File: config.mk
export PLATFORM = sky130hd
export DESIGN_NAME = block_average_pixelate
export DESIGN_NICKNAME = d
export VERILOG_FILES = /design/src/design/bap_pkg.sv /design/src/design/block_average_pixelate.sv /design/src/design/bap_front.sv /design/src/design/bap_fifo.sv /design/src/design/bap_emit.sv
export SDC_FILE = /design/constraint.sdc
export NUM_CORES = 2
export LEC_CHECK = 0
export BUFFER_PORTS_ARGS = -buffer_cell sky130_fd_sc_hd__buf_2
export CAP_MARGIN = 20
export CELL_PAD_IN_SITES_DETAIL_PLACEMENT = 0
export CELL_PAD_IN_SITES_GLOBAL_PLACEMENT = 1
export CORE_ASPECT_RATIO = 1.75
export CORE_MARGIN = 1
export CORE_UTILIZATION = 55
export CTS_CLUSTER_DIAMETER = 80
export DETAILED_ROUTE_END_ITERATION = 10
export GPL_ROUTABILITY_DRIVEN = 0
export PLACE_DENSITY = 0.87
export SETUP_SLACK_MARGIN = 0.4
export SYNTH_ARGS = -nofsm -noshare
export SYNTH_HDL_FRONTEND = slang
export SYNTH_MEMORY_MAX_BITS = 65536
export SYNTH_SLANG_ARGS = --single-unit
export TNS_END_PERCENT = 20
File: constraint.sdc
create_clock -name aclk -period 4.8 [get_ports aclk]
set_input_delay 0.96 -clock aclk [delete_from_list [all_inputs] [get_ports aclk]]
set_output_delay 0.96 -clock aclk [all_outputs]
set_load 0.1 [all_outputs]
File: src/design/bap_pkg.sv
// Shared types and constants for the 2x2 block-average pixelation block.
// No dependencies; imported by every module of the block.
`default_nettype none

package bap_pkg;

    localparam int MAX_WIDTH_DEF = 512;   // default depth of the line store
    localparam int MAX_HEIGHT    = 512;   // rows per frame at most
    localparam int CFG_W         = 10;    // width of a configuration register
    localparam int PIX_W         = 8;
    localparam int POS_W         = 9;     // row and column fields of a result
    localparam int SUM_W         = PIX_W + 2;
    localparam int FIFO_DEPTH    = 4;

    // Configuration register indexes
    typedef logic [0:0] cfg_index_t;
    localparam cfg_index_t REG_FRAME_WIDTH  = 1'b0;
    localparam cfg_index_t REG_FRAME_HEIGHT = 1'b1;

    // One finished block, handed from the front to the result stage
    typedef struct packed {
        logic [POS_W-1:0] row0;       // top row of the block
        logic [POS_W-1:0] col0;       // left column of the block
        logic             two_rows;
        logic             two_cols;
        logic [PIX_W-1:0] avg;
        logic             frame_done;
    } job_t;

endpackage

`default_nettype wire

File: src/design/block_average_pixelate.sv
// Top level of the 2x2 block-average pixelation block.
// Depends on bap_pkg, bap_front, bap_fifo and bap_emit.
//
//  channel  direction  handshake           payload
//  s_       in         s_valid / s_ready   s_pixel
//  m_       out        m_valid / m_ready   m_out_row, m_out_col, m_value, m_last,
//                                          m_frame_done
//  cfg_     in         cfg_wr_en           cfg_index, cfg_wdata
//
//  One pixel is taken per cycle while the block queue has room; the result
//  stage gives one result per cycle while m_ready is high, and odd rows
//  carry two results per pixel. A block's final pixel is registered in the
//  front stage, then queued, then loaded into the result register.
//  aresetn is synchronous and active low; it clears counters and queue, while
//  the line store holds whatever it held until its row is written again.
//  A stalled m_ side fills the four-entry queue before s_ready drops.
`default_nettype none

module block_average_pixelate
    import bap_pkg::*;
#(
    parameter int MAX_WIDTH = MAX_WIDTH_DEF
) (
    input  wire logic             aclk,
    input  wire logic             aresetn,
    // configuration writes
    input  wire logic             cfg_wr_en,
    input  wire cfg_index_t       cfg_index,
    input  wire logic [CFG_W-1:0] cfg_wdata,
    // pixels in raster order
    input  wire logic             s_valid,
    output logic                  s_ready,
    input  wire logic [PIX_W-1:0] s_pixel,
    // averaged pixels
    output logic                  m_valid,
    input  wire logic             m_ready,
    output logic [POS_W-1:0]      m_out_row,
    output logic [POS_W-1:0]      m_out_col,
    output logic [PIX_W-1:0]      m_value,
    output logic                  m_last,
    output logic                  m_frame_done
);

    // finished blocks leaving the front end
    logic push_valid;
    logic push_ready;
    job_t push_data;

    // blocks waiting for the result stage
    logic pop_valid;
    logic pop;
    job_t pop_data;

    // Classify each pixel, keep even rows and average a block on its last pixel
    bap_front #(
        .MAX_WIDTH (MAX_WIDTH)
    ) u_front (
        .aclk      (aclk),
        .aresetn   (aresetn),
        .cfg_wr_en (cfg_wr_en),
        .cfg_index (cfg_index),
        .cfg_wdata (cfg_wdata),
        .s_valid   (s_valid),
        .s_ready   (s_ready),
        .s_pixel   (s_pixel),
        .job_valid (push_valid),
        .job_ready (push_ready),
        .job       (push_data)
    );

    // Decouple the two sides so each can stall on its own
    bap_fifo u_fifo (
        .aclk       (aclk),
        .aresetn    (aresetn),
        .push_valid (push_valid),
        .push_ready (push_ready),
        .push_data  (push_data),
        .pop_valid  (pop_valid),
        .pop        (pop),
        .pop_data   (pop_data)
    );

    // Expand each block into one result per pixel, row-major
    bap_emit u_emit (
        .aclk         (aclk),
        .aresetn      (aresetn),
        .job_valid    (pop_valid),
        .job_pop      (pop),
        .job          (pop_data),
        .m_valid      (m_valid),
        .m_ready      (m_ready),
        .m_out_row    (m_out_row),
        .m_out_col    (m_out_col),
        .m_value      (m_value),
        .m_last       (m_last),
        .m_frame_done (m_frame_done)
    );

endmodule

`default_nettype wire

File: src/design/bap_front.sv
// Front end: configuration, raster counters, line store and block averaging.
// Depends on bap_pkg; pushes finished blocks as job_t items into bap_fifo.
`default_nettype none

module bap_front
    import bap_pkg::*;
#(
    parameter int MAX_WIDTH = MAX_WIDTH_DEF
) (
    input  wire logic             aclk,
    input  wire logic             aresetn,
    input  wire logic             cfg_wr_en,
    input  wire cfg_index_t       cfg_index,
    input  wire logic [CFG_W-1:0] cfg_wdata,
    input  wire logic             s_valid,
    output logic                  s_ready,
    input  wire logic [PIX_W-1:0] s_pixel,
    output logic                  job_valid,
    input  wire logic             job_ready,
    output job_t                  job
);

    localparam int COL_W   = $clog2(MAX_WIDTH);
    localparam int W_RESET = (MAX_WIDTH < 512) ? MAX_WIDTH : 512;

    typedef struct packed {
        logic [PIX_W-1:0] px;
        logic [PIX_W-1:0] left;
        logic             col_odd;
        logic             row_odd;
        logic             complete;
        logic [POS_W-1:0] row0;
        logic [POS_W-1:0] col0;
        logic             frame_done;
    } st1_t;

    logic [CFG_W-1:0] width_reg;
    logic [CFG_W-1:0] height_reg;
    logic [POS_W-1:0] row_reg;
    logic [COL_W-1:0] col_reg;
    logic [PIX_W-1:0] left_reg;
    logic [PIX_W-1:0] upper_left_reg;
    logic [PIX_W-1:0] rd_reg;
    logic [PIX_W-1:0] line_mem [MAX_WIDTH];
    logic             st1_valid_reg;
    st1_t             st1_reg;
    st1_t             st1_next;

    logic             accept;
    logic             st1_go;
    logic             col_last;
    logic             row_last;
    logic [POS_W-1:0] col9;
    logic [SUM_W-1:0] sum;
    logic [1:0]       shift;

    // Configuration, clamped on the way in
    always_ff @(posedge aclk) begin
        if (!aresetn) begin
            width_reg  <= CFG_W'(W_RESET);
            height_reg <= CFG_W'(MAX_HEIGHT);
        end else if (cfg_wr_en) begin
            unique case (cfg_index)
                REG_FRAME_WIDTH: begin
                    if (cfg_wdata == '0) begin
                        width_reg <= CFG_W'(1);
                    end else if (int'(cfg_wdata) > MAX_WIDTH) begin
                        width_reg <= CFG_W'(MAX_WIDTH);
                    end else begin
                        width_reg <= cfg_wdata;
                    end
                end
                REG_FRAME_HEIGHT: begin
                    if (cfg_wdata == '0) begin
                        height_reg <= CFG_W'(1);
                    end else if (int'(cfg_wdata) > MAX_HEIGHT) begin
                        height_reg <= CFG_W'(MAX_HEIGHT);
                    end else begin
                        height_reg <= cfg_wdata;
                    end
                end
            endcase
        end
    end

    assign col_last = (int'(col_reg) + 1 >= int'(width_reg));
    assign row_last = (int'(row_reg) + 1 >= int'(height_reg));
    assign col9     = POS_W'(col_reg);

    assign st1_go  = !(st1_valid_reg && st1_reg.complete) || job_ready;
    assign s_ready = !st1_valid_reg || st1_go;
    assign accept  = s_valid && s_ready;

    always_comb begin
        st1_next.px         = s_pixel;
        st1_next.left       = left_reg;
        st1_next.col_odd    = col_reg[0];
        st1_next.row_odd    = row_reg[0];
        st1_next.complete   = (col_reg[0] || col_last) && (row_reg[0] || row_last);
        st1_next.row0       = {row_reg[POS_W-1:1], 1'b0};
        st1_next.col0       = {col9[POS_W-1:1], 1'b0};
        st1_next.frame_done = row_last && col_last;
    end

    // Raster position and the last pixel seen at an even column
    always_ff @(posedge aclk) begin
        if (!aresetn) begin
            row_reg  <= '0;
            col_reg  <= '0;
            left_reg <= '0;
        end else if (accept) begin
            if (!col_reg[0]) begin
                left_reg <= s_pixel;
            end
            if (col_last) begin
                col_reg <= '0;
                row_reg <= row_last ? '0 : row_reg + 1'b1;
            end else begin
                col_reg <= col_reg + 1'b1;
            end
        end
    end

    // Line store: write on even rows, registered read of the same column
    always_ff @(posedge aclk) begin
        if (accept) begin
            rd_reg <= line_mem[col_reg];
            if (!row_reg[0]) begin
                line_mem[col_reg] <= s_pixel;
            end
        end
    end

    always_ff @(posedge aclk) begin
        if (!aresetn) begin
            st1_valid_reg <= 1'b0;
        end else if (accept) begin
            st1_valid_reg <= 1'b1;
        end else if (st1_go) begin
            st1_valid_reg <= 1'b0;
        end
    end

    // Keep the upper pixel of an even column for its odd partner
    always_ff @(posedge aclk) begin
        if (accept) begin
            st1_reg <= st1_next;
        end
        if (st1_valid_reg && st1_go && !st1_reg.col_odd) begin
            upper_left_reg <= rd_reg;
        end
    end

    always_comb begin
        sum = SUM_W'(st1_reg.px);
        if (st1_reg.col_odd) begin
            sum = sum + SUM_W'(st1_reg.left);
        end
        if (st1_reg.row_odd) begin
            sum = sum + SUM_W'(rd_reg);
        end
        if (st1_reg.row_odd && st1_reg.col_odd) begin
            sum = sum + SUM_W'(upper_left_reg);
        end
        shift = {1'b0, st1_reg.col_odd} + {1'b0, st1_reg.row_odd};
    end

    assign job_valid      = st1_valid_reg && st1_reg.complete;
    assign job.row0       = st1_reg.row0;
    assign job.col0       = st1_reg.col0;
    assign job.two_rows   = st1_reg.row_odd;
    assign job.two_cols   = st1_reg.col_odd;
    assign job.avg        = PIX_W'(sum >> shift);
    assign job.frame_done = st1_reg.frame_done;

    // A stalled block holds its place until the queue takes it
    a_st1_hold: assert property (@(posedge aclk) disable iff (!aresetn)
        st1_valid_reg && !st1_go |=> st1_valid_reg && $stable(st1_reg))
        else $error("front stage lost a stalled block");

endmodule

`default_nettype wire

File: src/design/bap_fifo.sv
// Short queue of finished blocks between the front end and the result stage.
// Depends on bap_pkg for job_t and FIFO_DEPTH.
`default_nettype none

module bap_fifo
    import bap_pkg::*;
(
    input  wire logic aclk,
    input  wire logic aresetn,
    input  wire logic push_valid,
    output logic      push_ready,
    input  wire job_t push_data,
    output logic      pop_valid,
    input  wire logic pop,
    output job_t      pop_data
);

    localparam int PTR_W = $clog2(FIFO_DEPTH);
    localparam int CNT_W = $clog2(FIFO_DEPTH + 1);

    job_t             slot_reg [FIFO_DEPTH];
    logic [PTR_W-1:0] wr_ptr_reg;
    logic [PTR_W-1:0] rd_ptr_reg;
    logic [CNT_W-1:0] count_reg;
    logic             do_push;
    logic             do_pop;

    assign push_ready = (count_reg != CNT_W'(FIFO_DEPTH));
    assign pop_valid  = (count_reg != '0);
    assign do_push    = push_valid && push_ready;
    assign do_pop     = pop && pop_valid;
    assign pop_data   = slot_reg[rd_ptr_reg];

    always_ff @(posedge aclk) begin
        if (do_push) begin
            slot_reg[wr_ptr_reg] <= push_data;
        end
    end

    always_ff @(posedge aclk) begin
        if (!aresetn) begin
            wr_ptr_reg <= '0;
            rd_ptr_reg <= '0;
            count_reg  <= '0;
        end else begin
            if (do_push) begin
                wr_ptr_reg <= (wr_ptr_reg == PTR_W'(FIFO_DEPTH - 1)) ? '0 : wr_ptr_reg + 1'b1;
            end
            if (do_pop) begin
                rd_ptr_reg <= (rd_ptr_reg == PTR_W'(FIFO_DEPTH - 1)) ? '0 : rd_ptr_reg + 1'b1;
            end
            unique case ({do_push, do_pop})
                2'b10:   count_reg <= count_reg + 1'b1;
                2'b01:   count_reg <= count_reg - 1'b1;
                default: count_reg <= count_reg;
            endcase
        end
    end

    a_count_range: assert property (@(posedge aclk) disable iff (!aresetn)
        count_reg <= CNT_W'(FIFO_DEPTH))
        else $error("queue count beyond depth");

    a_fill_to_full: assert property (@(posedge aclk) disable iff (!aresetn)
        do_push && !do_pop && count_reg == CNT_W'(FIFO_DEPTH - 1) |=> !push_ready)
        else $error("queue not full after its last free slot was taken");

endmodule

`default_nettype wire

File: src/design/bap_emit.sv
// Result stage: expands one queued block into one result per pixel.
// Depends on bap_pkg for job_t and field widths.
`default_nettype none

module bap_emit
    import bap_pkg::*;
(
    input  wire logic              aclk,
    input  wire logic              aresetn,
    input  wire logic              job_valid,
    output logic                   job_pop,
    input  wire job_t              job,
    output logic                   m_valid,
    input  wire logic              m_ready,
    output logic [POS_W-1:0]       m_out_row,
    output logic [POS_W-1:0]       m_out_col,
    output logic [PIX_W-1:0]       m_value,
    output logic                   m_last,
    output logic                   m_frame_done
);

    job_t cur_reg;
    logic cur_valid_reg;
    logic i_reg;
    logic j_reg;
    logic load;
    logic take;

    assign m_last       = (i_reg == cur_reg.two_rows) && (j_reg == cur_reg.two_cols);
    assign take         = cur_valid_reg && m_ready;
    assign load         = !cur_valid_reg || (m_ready && m_last);
    assign job_pop      = load && job_valid;

    assign m_valid      = cur_valid_reg;
    assign m_out_row    = {cur_reg.row0[POS_W-1:1], i_reg};
    assign m_out_col    = {cur_reg.col0[POS_W-1:1], j_reg};
    assign m_value      = cur_reg.avg;
    assign m_frame_done = cur_reg.frame_done;

    always_ff @(posedge aclk) begin
        if (!aresetn) begin
            cur_valid_reg <= 1'b0;
            i_reg         <= 1'b0;
            j_reg         <= 1'b0;
        end else if (load) begin
            cur_valid_reg <= job_valid;
            i_reg         <= 1'b0;
            j_reg         <= 1'b0;
        end else if (take) begin
            // row-major walk inside the block
            if (cur_reg.two_cols && !j_reg) begin
                j_reg <= 1'b1;
            end else begin
                j_reg <= 1'b0;
                i_reg <= 1'b1;
            end
        end
    end

    always_ff @(posedge aclk) begin
        if (load && job_valid) begin
            cur_reg <= job;
        end
    end

    a_block_unbroken: assert property (@(posedge aclk) disable iff (!aresetn)
        m_valid && m_ready && !m_last |=> m_valid && $stable(cur_reg))
        else $error("block left before its last result");

endmodule

`default_nettype wire

# == Word-level counts from Yosys, hierarchy flattened ==
# Memory sizes are Yosys's and may differ from the RTL's. A register that Yosys moved wholly into a read port is not among the register bits.
# Index checks and enable logic that the tools add are counted.
# totals
reg_bits,101
romBits,0
mem_count,2
latch_bits,0
elab_cells,102
input_bits,24
mem_bits_rw,4204
# op_classes
shift,1
addsub,12
bitwise,4
multipliers,0
n_reduce_logical,34
eq_ne,7
n_mux,18
order_cmp,3
div_mod_pow,0
# mem_list
name,words,width,read_ports,rd_ports_with_merged_regs,wr,line,source
u_front.line_mem,512,8,1,1,1,bap_front.sv:44,logic [PIX_W-1:0] line_mem [MAX_WIDTH];
u_fifo.slot_reg,4,27,1,1,1,bap_fifo.sv:21,job_t slot_reg [FIFO_DEPTH];
# op_table
operator,n
32-bit by 11-bit >= comparator with 1-bit output,2
10-bit two-way mux,5
10-bit by 8-bit adder with 10-bit output,2
"9-bit by 1-bit adder with 10-bit output, second input constant",2
"9-bit by 1-bit adder with 9-bit output, second input constant",2
9-bit two-way mux,2
1-bit logical AND,14
"10-bit > comparator, second input constant",1
10-bit logical NOT,1
2-bit AND reduction,5
10-bit by 2-bit >> shifter with 8-bit output,1
8-bit by 8-bit adder with 9-bit output,1
1-bit two-way mux,8
"2-bit == test, second input constant",3
3-bit case mux with 2 select lines,1
1-bit logical NOT,5
1-bit logical OR,5
"2-bit by 1-bit adder with 2-bit output, second input constant",2
2-bit two-way mux,2
1-bit inverter,4
2-bit nonzero test,2
"3-bit by 1-bit adder with 3-bit output, second input constant",1
"3-bit inequality test, second input constant",1
3-bit nonzero test,1
other kinds (5),6

# == Logic depth before layout (Yosys ltp) ==
# logic_depth
depth_word,8
mapped_depth,21
depth_no_buf,21

# == Cells and area by module ==
# Synthesis repeated with hierarchy kept, for this count alone.
# hier_totals
hier_cells,7890
hier_area_um2,169862.9
# by_module_without_submodules
mod,area_each_um2,cells_per_inst,instances
bap_front,164016.1,7611,1
bap_fifo,4679.5,207,1
bap_emit,1167.4,72,1

# == Worst setup path after synthesis ==
# OpenSTA, ideal clock, no wires.
# synth_path
path_type,reg2reg
startpoint,"register, netlist name u_emit.cur_reg[9]"
endpoint,register u_fifo.count_reg[2]
stages_incl_launch_ff,11
period_less_slack_ns,4.633
path_buffers,0
path_slack_ns,0.167
arrival_time_ns,4.563
setup_ns,0.070
required_ns,4.730
cell_sequence,edfxtp_1 -> ha_1 -> and2_1 -> nand2_1 -> a21oi_1 -> ha_1 -> inv_1 -> fa_1 -> xor2_1 -> or3_1 -> a21oi_1
# synth_between
elab_chain_len,8
# synth_lines
element,line,source
1-bit == test *,bap_emit.sv:29,assign m_last = (i_reg == cur_reg.two_rows) && (j_reg == cur_reg.two_cols);
1-bit logical AND *,bap_emit.sv:29,
via m_last,block_average_pixelate.sv:40,"output logic m_last,"
1-bit logical AND *,bap_emit.sv:31,assign load = !cur_valid_reg || (m_ready && m_last);
1-bit logical OR *,bap_emit.sv:31,
1-bit logical AND *,bap_emit.sv:32,assign job_pop = load && job_valid;
via pop,block_average_pixelate.sv:51,logic pop;
1-bit logical AND *,bap_fifo.sv:31,assign do_pop = pop && pop_valid;
2-bit by 1-bit == test with 1-bit output / 2-bit == test (equally long branches),bap_fifo.sv:52,"unique case ({do_push, do_pop})"
3-bit case mux with 2 select lines / 2-bit nonzero test (equally long branches),--,
to (signal assigned),bap_fifo.sv:53,2'b10: count_reg <= count_reg + 1'b1;
to (signal assigned),bap_fifo.sv:54,2'b01: count_reg <= count_reg - 1'b1;
to (signal assigned),bap_fifo.sv:55,default: count_reg <= count_reg;
to (decl),bap_fifo.sv:24,logic [CNT_W-1:0] count_reg;
# Mark *: on every way through the listed nets, which the timed path passes. The rest lies on a longest branch.
# A chain may end at the register's enable or synchronous reset.

==> results.yml <==
sta:
  finalHoldViolCount: 0
  finalSetupViolations: 1
  final_worst_clock_skew_ps: 65.48
  drv_slew: 0
  clock.fmax_mhz: 207.8
  min_period_over_period: 1.003
  timing_worst_slew_pin_value_ps: 1412
  final.min_clock_period_ps: 4813
  grt_setup_unrepaired: "yes"
  max-slew-margin-rel: 0.05167
  fin_ws_ps: -13.48
synth:
  synth_ff_type: "sky130_fd_sc_hd__edfxtp_1"
  synth.area.top_cells: "sky130_fd_sc_hd__edfxtp_1, sky130_fd_sc_hd__mux4_2, sky130_fd_sc_hd__mux2i_1, sky130_fd_sc_hd__nor2_1, sky130_fd_sc_hd__a22oi_1"
  post_synth_inst_count: 8145
  synth.ff_latch_count: 4340
  synth_area_leader_cell: "sky130_fd_sc_hd__edfxtp_1"
  syn-cell-area_um2: 169200
  postSynth.asyncResetShare: 0
  synth_largest_type_area_fraction: 0.7600
  number_of_unique_standard_cell_types_used_by_synthesis: 70
  count_of_flip_flops_with_a_built_in_enable_after_synthesis: 4283
  synth_fp_nets: 8230
  ys.warnings.count: 0
  synth-seq-area-share: 0.7668
  syn-mean-instance-area_um2: 20.78
global_routing:
  antenna_violations_before_repair: 40
  globalRouteOverflowTotal: 0
  wire_length_of_the_first_global_routing_pass_um: 701200
  grt_pass1_vias: 91300
  grt_max_degree: 130
  tot_gr_track_use: 0.3259
clock_tree:
  cts_max_level: 5
  tritoncts_num_sinks: 4340
  tritoncts: "done"
  clock_insertion_delay_worst_skew_ps: 980
  path_clk_slew_ps: 80
  max-clock-path-buffers: 4
  cts_root_buffer: "sky130_fd_sc_hd__clkbuf_16"
  cts_inserted_buffers: 345
  hold_buffers: 0
setup_path:
  startpoint_type: "flop"
  rr_worst_depth: 11
  worstSetupPathType: "flop to flop"
  cp_required_ps: 5510
  r2r_slack_ps: -10
  crit_path_max_fanout: 34
  critPathLaunch: "u_front.col9[1]"
  critical_path.reg2reg.endpoint: "u_front.rd_reg[1]"
  critPathArrivalTime_ps: 5520
  critPathCapture: "u_front.rd_reg[1]"
  timing.rr.start: "u_front.col9[1]"
  crit_path_end_kind: "flop"
placement:
  dpl.cell_count: 12350
  placed_cell_area_um2: 178000
  buffer_ports.inserted: 53
  dp_slack_ps: -76.11
  hpwl_um: 322000
detailed_routing:
  routed_wirelength_um: 509900
  dr.first_iter.drc_count: 14690
  wl_per_cell_um: 39.13
  routed_vias_inst: 7.079
  drtAntennaViolNets: 0
  route.vias.total: 92250
  drt_drc_violations_left: 3
  drt_pre_antenna_iters: 10
die:
  die_y_extent_um: 735.8
  initial_utilization: 0.5525
  die_width_um: 421.3
  row_cnt: 269
  placeableCoreArea_um2: 306300
  io-pin-count: 54
  floorplan.die_area_um2: 310000
power_and_ir_drop:
  leak_pwr_nw: 58.51
  max-vdd-ir-drop_mv: 0.3600
  power.density_nw_per_um2: 411.3
finish:
  post_route_cells_drive_above_1_share: 0.2574
  layout.cells.most_common: "sky130_fd_sc_hd__edfxtp_1"
  largest_register_ffs: 4096
  finalCoreUtilization: 0.6192
  mostFrequentLayoutCells: "sky130_fd_sc_hd__edfxtp_1, sky130_fd_sc_hd__mux4_2, sky130_fd_sc_hd__nor2_1"
  final_std_cells_w_o_fill: 13030
  layout-area-overhead-vs-synth_pct: 12.07
  nets: 8735
  postLayoutCellArea_um2: 189700
status:
  violated_checks: "design-rule violations, negative setup slack"
  status: "finished with violations"
flow_run:
  max-cap-violations: 0
worst_hold_path:
  min-delay-start: "s_valid"
  worst_hold_path_type: "input pin to flop"
[through the flow]
stage	hold slack, ps	total power [W]	TNS [ps]
6_report	263.7	0.07801	-13.48
5_1_grt	251.8	0.07936	0
4_1_cts	263.9	0.07780	0
3_5_place_dp	416.3	0.04963	-304.4
3_3_place_gp	414.5	0.04947	-459.5
2_1_floorplan	406.4	0.04728	0
[cells in the mapped netlist, types with 15 or more instances]
cell / instances
sky130_fd_sc_hd__and3_1: 18
sky130_fd_sc_hd__nor2b_1: 31
sky130_fd_sc_hd__inv_1: 42
sky130_fd_sc_hd__a221oi_1: 53
sky130_fd_sc_hd__buf_1: 35
sky130_fd_sc_hd__xnor2_1: 20
sky130_fd_sc_hd__nand4_1: 29
sky130_fd_sc_hd__buf_2: 169
sky130_fd_sc_hd__ha_1: 57
sky130_fd_sc_hd__mux4_2: 1025
sky130_fd_sc_hd__nand3_1: 89
sky130_fd_sc_hd__edfxtp_1: 4283
sky130_fd_sc_hd__a211oi_1: 31
sky130_fd_sc_hd__nor2_1: 612
sky130_fd_sc_hd__a31oi_1: 31
sky130_fd_sc_hd__nor3_1: 42
sky130_fd_sc_hd__and2_1: 15
sky130_fd_sc_hd__buf_4: 90
sky130_fd_sc_hd__a22oi_1: 183
sky130_fd_sc_hd__nor4_1: 17
sky130_fd_sc_hd__clkbuf_1: 205
sky130_fd_sc_hd__o22ai_1: 50
sky130_fd_sc_hd__nand2_1: 243
sky130_fd_sc_hd__a22o_1: 36
sky130_fd_sc_hd__a32oi_1: 16
sky130_fd_sc_hd__dfxtp_1: 57
sky130_fd_sc_hd__mux2i_1: 252
sky130_fd_sc_hd__a21oi_1: 139
sky130_fd_sc_hd__o21ai_0: 63
[worst max-delay path, stage by stage (launching register included)]
cell and delay [ps]:
sky130_fd_sc_hd__dfxtp_4 910, sky130_fd_sc_hd__buf_12 410, sky130_fd_sc_hd__buf_4 360, sky130_fd_sc_hd__buf_4 240, sky130_fd_sc_hd__mux2i_1 190, sky130_fd_sc_hd__a221oi_1 200, sky130_fd_sc_hd__a22oi_1 470, sky130_fd_sc_hd__o21ai_0 450
sky130_fd_sc_hd__a221o_1 470, sky130_fd_sc_hd__nor4_2 470, sky130_fd_sc_hd__buf_4 210, sky130_fd_sc_hd__nand3_1 80
[layer usage]
layer	global-route usage	routed length [µm]
met1	0.3569	146000
met2	0.5220	243900
met3	0.08285	62840
met4	0.3016	57000
met5	0.001852	155
[area by class of cell]
class | count | area (µm²)
fill | 19650 | 116600
clock buffer | 408 | 9144
sequential | 4340 | 129800
inverter | 45 | 178.9
multi-input combinational | 3249 | 37120
antenna | 45 | 112.6
clock inverter | 209 | 2023
timing repair buffer | 669 | 6208
tap | 4065 | 5086
[cell families after synthesis]
group	after synthesis	synth area share
fa+ha+maj	61	0.004688
simple gates	1170	0.03008
compound gates	698	0.02862
flops	4340	0.7668
mux	1291	0.1523
buf+inv	556	0.01611
xor+xnor	29	0.001501
[worst min-delay path by stage]
| stage | to | cells past startpoint |
|---|---|---|
| after floorplan | u_front.job[13] | 0 |
| after global placement | u_front.st1_reg[24] | 0 |
| after detailed placement | u_front.st1_reg[27] | 0 |
| after CTS | u_front.st1_valid_reg | 3 |
| after global routing | u_front.st1_valid_reg | 3 |
| final | u_front.st1_valid_reg | 3 |
[power by group]
part	total [W]	switching (W)	internal [W]
sequential	0.0421	0.000148	0.0419
clock	0.0289	0.0134	0.0156
combinational	0.00700	0.00449	0.00251
total	0.0780	0.0180	0.0600
[what timing repair did]
action                     4_1_cts  5_1_grt
setup buffers                    4        7
setup endpoints to repair       23       29
resized for setup               26        4
gates cloned                     0        0
pin swaps                        2        2
(Power assumes the default switching activity.)
